`src/design/rtfs_pkg.sv`:
```
// Shared types and constants for the radio tuner frequency stepper.
`timescale 1ns / 1ps

package rtfs_pkg;

  localparam int unsigned FREQ_W  = 16;
  localparam int unsigned STEP_W  = 8;
  localparam int unsigned BAND_W  = 4;
  localparam int unsigned CNT_W   = 8;
  localparam int unsigned CFG_AW  = 3;
  localparam int unsigned CFG_DW  = 16;

  // Acceleration count thresholds
  localparam logic [CNT_W-1:0] ACCEL_MID  = CNT_W'(6);
  localparam logic [CNT_W-1:0] ACCEL_HIGH = CNT_W'(12);

  localparam logic [FREQ_W-1:0] FREQ_LOW_RST  = FREQ_W'(8750);
  localparam logic [FREQ_W-1:0] FREQ_HIGH_RST = FREQ_W'(10800);
  localparam logic [STEP_W-1:0] STEP_RST      = STEP_W'(10);

  localparam logic [BAND_W-1:0] BAND_FM = BAND_W'(0);
  localparam logic [BAND_W-1:0] BAND_MW = BAND_W'(1);

  typedef enum logic [2:0] {
    FN_TUNE_CUR  = 3'd0,
    FN_TUNE_UP   = 3'd1,
    FN_TUNE_DOWN = 3'd2,
    FN_SCAN_NEXT = 3'd3,
    FN_SCAN_PREV = 3'd4,
    FN_SCAN_ALL  = 3'd5,
    FN_ALIGN     = 3'd6,
    FN_LOAD      = 3'd7
  } func_e;

  typedef enum logic [CFG_AW-1:0] {
    CFG_FREQ_LOW  = 3'd0,
    CFG_FREQ_HIGH = 3'd1,
    CFG_STEP_SIZE = 3'd2,
    CFG_BAND      = 3'd3,
    CFG_STOP_FREQ = 3'd4
  } cfg_idx_e;

  typedef enum logic [4:0] {
    ST_IDLE  = 5'b00001,
    ST_MUL   = 5'b00010,
    ST_SCALE = 5'b00100,
    ST_DIV   = 5'b01000,
    ST_FIN   = 5'b10000
  } state_e;

  // Control and status between sequencer and remainder unit
  typedef struct packed {
    logic              start;
    logic [FREQ_W-1:0] dividend;
    logic [STEP_W-1:0] divisor;
  } rem_req_t;

  typedef struct packed {
    logic              done;
    logic [STEP_W-1:0] rem;
  } rem_rsp_t;

endpackage

```
`src/design/rtfs_rem.sv`:
```
// Bit-serial restoring remainder unit: 16-bit dividend by 8-bit divisor.
`timescale 1ns / 1ps

module rtfs_rem (
  input  logic               clk_i,
  input  logic               rst_ni,
  input  rtfs_pkg::rem_req_t req_i,
  output rtfs_pkg::rem_rsp_t rsp_o
);
  import rtfs_pkg::*;

  localparam int unsigned ITER_W = $clog2(FREQ_W);

  logic              busy_q, busy_d;
  logic              done_q, done_d;
  logic [ITER_W-1:0] iter_q, iter_d;
  logic [FREQ_W-1:0] dvd_q, dvd_d;
  logic [STEP_W-1:0] div_q, div_d;
  logic [STEP_W-1:0] rem_q, rem_d;
  logic [STEP_W:0]   trial;

  assign trial = {rem_q, dvd_q[FREQ_W-1]};

  always_comb begin
    busy_d = busy_q;
    done_d = 1'b0;
    iter_d = iter_q;
    dvd_d  = dvd_q;
    div_d  = div_q;
    rem_d  = rem_q;
    if (req_i.start) begin
      busy_d = 1'b1;
      iter_d = '0;
      dvd_d  = req_i.dividend;
      div_d  = req_i.divisor;
      rem_d  = '0;
    end else if (busy_q) begin
      if (trial >= {1'b0, div_q}) begin
        rem_d = STEP_W'(trial - {1'b0, div_q});
      end else begin
        rem_d = trial[STEP_W-1:0];
      end
      dvd_d  = {dvd_q[FREQ_W-2:0], 1'b0};
      iter_d = iter_q + ITER_W'(1);
      if (iter_q == ITER_W'(FREQ_W - 1)) begin
        busy_d = 1'b0;
        done_d = 1'b1;
      end
    end
  end

  always_ff @(posedge clk_i or negedge rst_ni) begin
    if (!rst_ni) begin
      busy_q <= 1'b0;
      done_q <= 1'b0;
      iter_q <= '0;
    end else begin
      busy_q <= busy_d;
      done_q <= done_d;
      iter_q <= iter_d;
    end
  end

  always_ff @(posedge clk_i) begin
    dvd_q <= dvd_d;
    div_q <= div_d;
    rem_q <= rem_d;
  end

  assign rsp_o.done = done_q;
  assign rsp_o.rem  = rem_q;

endmodule

```
`src/design/radio_tuner_frequency_stepper.sv`:
```
// Top level of the radio tuner frequency stepper: config, sequencer and result register.
`timescale 1ns / 1ps

// Each command request passes through the step multiply (ST_MUL), scaling by
// band and acceleration range (ST_SCALE), a wait on the bit-serial remainder
// unit used by MW grid alignment (ST_DIV; it runs for every command), and
// forming the new frequency and loading it into the output register (ST_FIN,
// which waits while the output still holds a result that has not been taken).
// One request is in flight at a time; in_ready_o is high only while the
// sequencer is idle, so a new request is accepted only once the last result is
// loaded, and a finished result can wait on the output while the next request is accepted.
// Config registers may be written only while no request is in flight.

module radio_tuner_frequency_stepper (
  input  logic                        clk_i,
  input  logic                        rst_ni,
  // configuration
  input  logic                        cfg_we_i,
  input  logic [rtfs_pkg::CFG_AW-1:0] cfg_addr_i,
  input  logic [rtfs_pkg::CFG_DW-1:0] cfg_wdata_i,
  // command requests
  input  logic                        in_valid_i,
  output logic                        in_ready_o,
  input  logic [2:0]                  func_i,
  input  logic [rtfs_pkg::CNT_W-1:0]  accel_count_i,
  input  logic                        station_valid_i,
  input  logic [rtfs_pkg::FREQ_W-1:0] load_value_i,
  // results
  output logic                        out_valid_o,
  input  logic                        out_ready_i,
  output logic [rtfs_pkg::FREQ_W-1:0] frequency_o,
  output logic                        tune_am_o,
  output logic                        scan_finished_o,
  output logic [rtfs_pkg::CNT_W-1:0]  channel_count_o
);
  import rtfs_pkg::*;

  // config
  logic [FREQ_W-1:0] freq_low_q, freq_high_q, stop_freq_q;
  logic [STEP_W-1:0] step_size_q;
  logic [BAND_W-1:0] band_q;

  // architectural state
  logic [FREQ_W-1:0] cur_freq_q, cur_freq_d;
  logic [CNT_W-1:0]  chan_q, chan_d;

  // sequencer
  state_e            state_q, state_d;
  func_e             func_q;
  logic [CNT_W-1:0]  cnt_q;
  logic              stn_q;
  logic [FREQ_W-1:0] load_q;
  logic [FREQ_W-1:0] prod_q, prod_d;
  logic [FREQ_W-1:0] step_q, step_d;

  // output register
  logic              out_valid_q, out_valid_d;
  logic [FREQ_W-1:0] out_freq_q;
  logic              out_am_q, out_fin_q, fin_d;
  logic [CNT_W-1:0]  out_chan_q;

  rem_req_t rem_req;
  rem_rsp_t rem_rsp;

  logic              accept, fin_load;
  logic [FREQ_W-1:0] mul5, scan_up, scan_dn, tune_up, tune_dn, wrap_f;
  logic              low_side;

  function automatic logic [FREQ_W-1:0] clamp_band(input logic [FREQ_W-1:0] f,
                                                   input logic [FREQ_W-1:0] lo,
                                                   input logic [FREQ_W-1:0] hi);
    logic [FREQ_W-1:0] r;
    r = f;
    if (r > hi) r = hi;
    if (r < lo) r = lo;
    return r;
  endfunction

  assign in_ready_o = (state_q == ST_IDLE);
  assign accept     = in_valid_i && in_ready_o;
  assign fin_load   = (state_q == ST_FIN) && (!out_valid_q || out_ready_i);

  // configuration writes
  always_ff @(posedge clk_i or negedge rst_ni) begin
    if (!rst_ni) begin
      freq_low_q  <= FREQ_LOW_RST;
      freq_high_q <= FREQ_HIGH_RST;
      step_size_q <= STEP_RST;
      band_q      <= BAND_FM;
      stop_freq_q <= '0;
    end else if (cfg_we_i) begin
      case (cfg_idx_e'(cfg_addr_i))
        CFG_FREQ_LOW:  freq_low_q  <= cfg_wdata_i;
        CFG_FREQ_HIGH: freq_high_q <= cfg_wdata_i;
        CFG_STEP_SIZE: step_size_q <= cfg_wdata_i[STEP_W-1:0];
        CFG_BAND:      band_q      <= cfg_wdata_i[BAND_W-1:0];
        CFG_STOP_FREQ: stop_freq_q <= cfg_wdata_i;
        default: ;
      endcase
    end
  end

  // request capture; a zero count acts as one
  always_ff @(posedge clk_i) begin
    if (accept) begin
      func_q <= func_e'(func_i);
      cnt_q  <= (accel_count_i == '0) ? CNT_W'(1) : accel_count_i;
      stn_q  <= station_valid_i;
      load_q <= load_value_i;
    end
    prod_q <= prod_d;
    step_q <= step_d;
  end

  // accelerated step: product, then x1/x5/x10/x20 by range and band (zero for FM and MW at the high range)
  assign prod_d = (state_q == ST_MUL) ? FREQ_W'(step_size_q) * FREQ_W'(cnt_q) : prod_q;
  assign mul5   = prod_q + {prod_q[FREQ_W-3:0], 2'b00};

  always_comb begin
    step_d = step_q;
    if (state_q == ST_SCALE) begin
      if (cnt_q < ACCEL_MID) begin
        step_d = prod_q;
      end else if (cnt_q < ACCEL_HIGH) begin
        step_d = (band_q < 2) ? mul5 : {mul5[FREQ_W-2:0], 1'b0};
      end else begin
        step_d = (band_q < 2) ? '0 : {mul5[FREQ_W-3:0], 2'b00};
      end
    end
  end

  // distance to the band's lower edge, fed to the remainder unit
  assign low_side         = cur_freq_q < freq_low_q;
  assign rem_req.start    = (state_q == ST_SCALE);
  assign rem_req.dividend = low_side ? (freq_low_q - cur_freq_q) : (cur_freq_q - freq_low_q);
  assign rem_req.divisor  = step_size_q;

  rtfs_rem u_rem (
    .clk_i  (clk_i),
    .rst_ni (rst_ni),
    .req_i  (rem_req),
    .rsp_o  (rem_rsp)
  );

  always_comb begin
    state_d = state_q;
    case (state_q)
      ST_IDLE:  if (accept) state_d = ST_MUL;
      ST_MUL:   state_d = ST_SCALE;
      ST_SCALE: state_d = ST_DIV;
      ST_DIV:   if (rem_rsp.done) state_d = ST_FIN;
      ST_FIN:   if (fin_load) state_d = ST_IDLE;
      default:  state_d = ST_IDLE;
    endcase
  end

  // new frequency
  assign tune_up = cur_freq_q + step_q;
  assign tune_dn = cur_freq_q - step_q;
  assign scan_up = cur_freq_q + FREQ_W'(step_size_q);
  assign scan_dn = cur_freq_q - FREQ_W'(step_size_q);

  always_comb begin
    cur_freq_d = cur_freq_q;
    chan_d     = chan_q;
    fin_d      = 1'b0;
    wrap_f     = '0;
    case (func_q)
      FN_TUNE_CUR:  cur_freq_d = clamp_band(cur_freq_q, freq_low_q, freq_high_q);
      FN_TUNE_UP:   cur_freq_d = clamp_band(tune_up, freq_low_q, freq_high_q);
      FN_TUNE_DOWN: cur_freq_d = clamp_band(tune_dn, freq_low_q, freq_high_q);
      FN_SCAN_NEXT, FN_SCAN_PREV: begin
        if (func_q == FN_SCAN_NEXT) begin
          wrap_f = (scan_up > freq_high_q) ? freq_low_q : scan_up;
        end else begin
          wrap_f = (scan_dn < freq_low_q) ? freq_high_q : scan_dn;
        end
        if (wrap_f == stop_freq_q) begin
          cur_freq_d = clamp_band(wrap_f, freq_low_q, freq_high_q);
          fin_d      = 1'b1;
        end else begin
          cur_freq_d = wrap_f;
          fin_d      = stn_q;
        end
      end
      FN_SCAN_ALL: begin
        if (scan_up > freq_high_q) begin
          cur_freq_d = freq_low_q;
          chan_d     = chan_q - CNT_W'(1);
          fin_d      = 1'b1;
        end else begin
          cur_freq_d = scan_up;
          fin_d      = stn_q;
        end
      end
      FN_ALIGN: begin
        if (band_q == BAND_MW && step_size_q != '0) begin
          cur_freq_d = low_side ? cur_freq_q + FREQ_W'(rem_rsp.rem)
                                : cur_freq_q - FREQ_W'(rem_rsp.rem);
        end
      end
      FN_LOAD:  cur_freq_d = load_q;
      default:  cur_freq_d = load_q;
    endcase
  end

  always_comb begin
    out_valid_d = out_valid_q;
    if (out_ready_i) out_valid_d = 1'b0;
    if (fin_load)    out_valid_d = 1'b1;
  end

  always_ff @(posedge clk_i or negedge rst_ni) begin
    if (!rst_ni) begin
      state_q     <= ST_IDLE;
      cur_freq_q  <= '0;
      chan_q      <= '0;
      out_valid_q <= 1'b0;
    end else begin
      state_q     <= state_d;
      out_valid_q <= out_valid_d;
      if (fin_load) begin
        cur_freq_q <= cur_freq_d;
        chan_q     <= chan_d;
      end
    end
  end

  always_ff @(posedge clk_i) begin
    if (fin_load) begin
      out_freq_q <= cur_freq_d;
      out_am_q   <= (band_q != BAND_FM);
      out_fin_q  <= fin_d;
      out_chan_q <= chan_d;
    end
  end

  assign out_valid_o     = out_valid_q;
  assign frequency_o     = out_freq_q;
  assign tune_am_o       = out_am_q;
  assign scan_finished_o = out_fin_q;
  assign channel_count_o = out_chan_q;

endmodule

```
`config.mk`:
```
export PLATFORM = sky130hd
export DESIGN_NAME = radio_tuner_frequency_stepper
export DESIGN_NICKNAME = d
export VERILOG_FILES = /design/src/design/rtfs_pkg.sv /design/src/design/rtfs_rem.sv /design/src/design/radio_tuner_frequency_stepper.sv
export SDC_FILE = /design/constraint.sdc
export NUM_CORES = 1
export LEC_CHECK = 0
export ABC_AREA = 1
export BUFFER_PORTS_ARGS = -buffer_cell sky130_fd_sc_hd__buf_4
export CORE_AREA = 2 2 152 229
export DETAILED_ROUTE_END_ITERATION = 12
export DIE_AREA = 0 0 154 231
export GPL_TIMING_DRIVEN = 0
export PLACE_DENSITY = 0.87
export SLEW_MARGIN = 20
export SYNTH_ARGS = -nofsm -noshare
export SYNTH_HDL_FRONTEND = slang
export SYNTH_HIERARCHICAL = 1
export SYNTH_SLANG_ARGS = --single-unit
```
`constraint.sdc`:
```
create_clock -name clk_i -period 17 [get_ports clk_i]
set_input_delay 0 -clock clk_i [delete_from_list [all_inputs] [get_ports clk_i]]
set_output_delay 0 -clock clk_i [all_outputs]
set_load 0.05 [all_outputs]
```
==> reports/metrics.cfg, run 1 <==
[synth]
avgSynthCellArea_um2 = 7.23
synth_ff_type = edfxtp_1
syn_nets = 3616
synth_seq_cells = 214
syn_area_um2 = 23200
synth_edf_count = 110
yosys.area.top_type = ha_1
synth.distinct_cells = 68
synth_area_leaders = ha_1, edfxtp_1, nand2_1
yosysTopAreaCellShare_pct = 16.6
yosysSeqAreaShare_pct = 25.3
synth-async-reset-ratio_pct = 44.9
ys_warn_count = 6
synthCells = 3211

[global_route]
grt_pass1_vias = 27237
gr-usage-all-layers_pct = 61.1
grt_max_degree = 97
grt_overflow = 3
grt_pass1_wl_um = 162000

[die]
rows = 83
io_pins = 80
fp.dieH_um = 231
initial_core_util_pct = 68.8
die_w_um = 154

[placed_design]
post-place-ws_ns = 7.58
io_buffers = 79
dpl.hpwl_um = 70900
placed_area_um2 = 24400
gp_congestion = 1.16

[clock_tree]
clockBufferDepth = 3
ctsResizeCount = 0
cts_buffers = 23
cts_sinks = 214
htreeDepth = 1
root_buffer = clkbuf_16

[outcome]
toolErrorMsg = [ERROR GRT-0116] Global routing finished with congestion. Check the congestion regions in the DRC Viewer.
failing_step = 5_1_grt
status = aborted with a tool error

stage by stage:
| step | hold WS [ns] | cells |
|---|---|---|
| floorplan | -0.296 | 3211 |
| global placement | 0.181 | 3715 |
| detailed placement | 0.159 | 3722 |
| CTS | 0.0416 | 3819 |
per-layer routing:
| layer | GRT usage, % | GRT overflow |
|---|---|---|
| met3 | 32.6 | 0 |
| met5 | 1.40 | 0 |
| met4 | 65.6 | 2 |
| met2 | 85.3 | 1 |
| met1 | 62.0 | 0 |
synth_stat cells (45+ instances only):
cell type / number
nand2_1: 840
edfxtp_1: 110
ha_1: 308
o21ai_0: 235
nor2_1: 192
dfrtp_1: 82
fa_1: 45
clkbuf_1: 68
nand3_1: 206
a21oi_1: 204
inv_1: 433
xor2_1: 85
cell families after synthesis:
family / Yosys count / synth area share [%]
multiplexers: 1 / 0.0431
AO/OA/AOI/OAI: 586 / 14.5
AND/OR/NAND/NOR: 1384 / 25.5
buffers and inverters: 556 / 9.55
XOR/XNOR: 117 / 4.58
adder cells (fa/ha/maj): 353 / 20.5
flip-flops: 214 / 25.3
repair_timing:
item                                   in CTS
hold buffers                               55
endpoints found under the hold margin     173
setup buffers                               0
==> run 2: changes to the inputs <==
--- a/config.mk
+++ b/config.mk
@@ -7,11 +7,11 @@
 export LEC_CHECK = 0
 export ABC_AREA = 1
 export BUFFER_PORTS_ARGS = -buffer_cell sky130_fd_sc_hd__buf_4
-export CORE_AREA = 2 2 152 229
+export CORE_AREA = 2 2 244 246
 export DETAILED_ROUTE_END_ITERATION = 12
-export DIE_AREA = 0 0 154 231
+export DIE_AREA = 0 0 246 248
 export GPL_TIMING_DRIVEN = 0
-export PLACE_DENSITY = 0.87
+export PLACE_DENSITY_LB_ADDON = 0.15
 export SLEW_MARGIN = 20
 export SYNTH_ARGS = -nofsm -noshare
 export SYNTH_HDL_FRONTEND = slang
==> run 2 against run 1 <==
Against the previous run: the run now ends clean; synthesized cell count is the same; synthesized area is the same.
==> reports/metrics.cfg, run 2 <==
[outcome]
status = complete, no violations

[placed_design]
post-place-ws_ns = 7.61  ; +0.0281 ns
io_buffers = 79  ; unchanged
dpl.hpwl_um = 69400  ; -2.1%
gp_congestion = 0.990  ; -15%

[synth]
synthTopCellsByCount = nand2_1, inv_1, ha_1, o21ai_0, nand3_1
yosysSeqAreaShare_pct = 25.3  ; unchanged
yosysMostFrequentCell = nand2_1
synth_area_leaders = ha_1, edfxtp_1, nand2_1
yosysTopAreaCellShare_pct = 16.6  ; unchanged
avgSynthCellArea_um2 = 7.23  ; unchanged
synthCells = 3211  ; unchanged
syn_area_um2 = 23200  ; unchanged
synth.distinct_cells = 68  ; unchanged
ys_warn_count = 6  ; unchanged
syn_nets = 3616  ; unchanged
synth_edf_count = 110  ; unchanged
synth_ff_type = edfxtp_1
synth-async-reset-ratio_pct = 44.9  ; unchanged
synth_seq_cells = 214  ; unchanged
yosys.area.top_type = ha_1

[sta]
max_slew_margin_pct = 25.1
fin_crit_ns = 9.66
max_freq_mhz = 104
rsz0062_at_grt = false
timing.final.ws_setup_ns = 7.34
worst_pin_slew_ns = 1.11
clock-skew-final_ns = 0.0264
finalCritPeriodShare_pct = 56.8
hold_viol_final = 0
tns_ns = 0
finalMaxSlewViolations = 0
setup_viol = 0

[global_route]
gr-usage-all-layers_pct = 28.3
antenna_found_initial = 2
grt_pass1_vias = 21751
grt_max_degree = 97
grt_overflow = 0
grt_pass1_wl_um = 130000

[clock_tree]
ctsResizeCount = 0  ; unchanged
worstSkewPairLatency_ns = 0.59
cts_sinks = 214  ; unchanged
cts_tree = built
path_clk_slew_ns = 0.06
ctsHoldBuffers = 59  ; +7.3%
root_buffer = clkbuf_16
clockBufferDepth = 3  ; unchanged
cts_buffers = 26  ; +13%
htreeDepth = 1  ; unchanged
cts_setup_buffers = 0  ; unchanged

[route]
drt_wl_total_um = 87400
wl_per_cell_um = 20.9
via_per_inst = 5.47
drtIter0Drc = 2063
antenna_left = 0
first_pass_iters = 6
drc = 0
vias = 22848

[die]
initial_core_util_pct = 39.7  ; -29 points
core-area_um2 = 58500
die_w_um = 246  ; +60%
fp.dieH_um = 248  ; +7.4%
die_area_um2 = 61000
io_pins = 80  ; unchanged
rows = 89  ; +7.2%

[job]
max_cap_violations = 0

[critical_path]
crit_arrival_ns = 9.93
critPathKind = flip-flop to flip-flop
critPathMaxFanout = 12
cp_slowest_stage_delay_ns = 0.86
crit_required_ns = 17.26
crit_path_start_kind = flip-flop
cp_common_cell = nand2_1
cp_slowest_cell = dfrtp_1
worstSetupEndpointType = flip-flop

[final_layout]
area_growth_pct = 13.4
post-route-util_pct = 45.1
diodes = 0
final_cell_mix = nand2_1, inv_1, ha_1, o21ai_0, nand3_1
final_common_cell = nand2_1
nNetsFinal = 3792
drive_gt1_share_pct = 8.83

[hold_path]
hold_class = input port to flip-flop

## run 2: cell counts after synthesis
Identical to the previous run, type by type.
## run 2: cell type report
type                       instances  area [um^2]
tap                              773          967
clock buffer                      32          683
multi-input combinational       2441        15200
inverter                         452         1700
timing repair buffer             148         1260
buffer                           104          513
clock inverter                    16          170
fill                            5976        32100
sequential                       214         5880
## run 2: stage by stage
step	cells	cell area (um^2)	hold WS, ns
2_1_floorplan	3211	23200	-0.296
3_3_place_gp	4063	24800	0.179
3_5_place_dp	4073	24900	0.173
4_1_cts	4180	26300	0.00724
5_1_grt	4180	26300	0.0958
6_report	4180	26300	0.0346
## run 2: metal layers
metal,routed length [um],GRT usage [%]
met1,39900,40.4
met2,37400,43.8
met3,6010,3.10
met4,4030,11.2
met5,0,0
## run 2: kinds of logic after synthesis
family	count (synthesis)	synth area share [%]
AO/OA/AOI/OAI	586	14.5
XOR/XNOR	117	4.58
AND/OR/NAND/NOR	1384	25.5
adder cells (fa/ha/maj)	353	20.5
buffers and inverters	556	9.55
multiplexers	1	0.0431
flip-flops	214	25.3
## run 2: worst max-delay path: cells and delay by family, from the launching register on
| kind | cells | cell delay (ns) |
|---|---|---|
| AND/OR/NAND/NOR | 23 | 2.98 |
| buffers and inverters | 10 | 2.57 |
| adder cells (fa/ha/maj) | 4 | 1.57 |
| AO/OA/AOI/OAI | 7 | 1.14 |
| flip-flops | 1 | 0.86 |
| XOR/XNOR | 1 | 0.17 |
## run 2: worst paths after layout
check,start,endpoint,slack [ns],cells past startpoint
worst min-delay path,cfg_we_i,stop_freq_q[0],0.03,4
max in group asynchronous,rst_ni,cur_freq_q[2],16.12,2
min in group asynchronous,rst_ni,cur_freq_q[14],0.05,2
worst min register to register,band_q[2],band_q[2],0.49,2
worst max-delay path,cur_freq_q[1],frequency_o[0],7.34,45
worst max register to register,cur_freq_q[1],frequency_o[0],7.34,45
Power of run 2 is left out: the tool's default activity adds up to more than one toggle a clock period on the data nets, which glitch-free logic cannot reach.
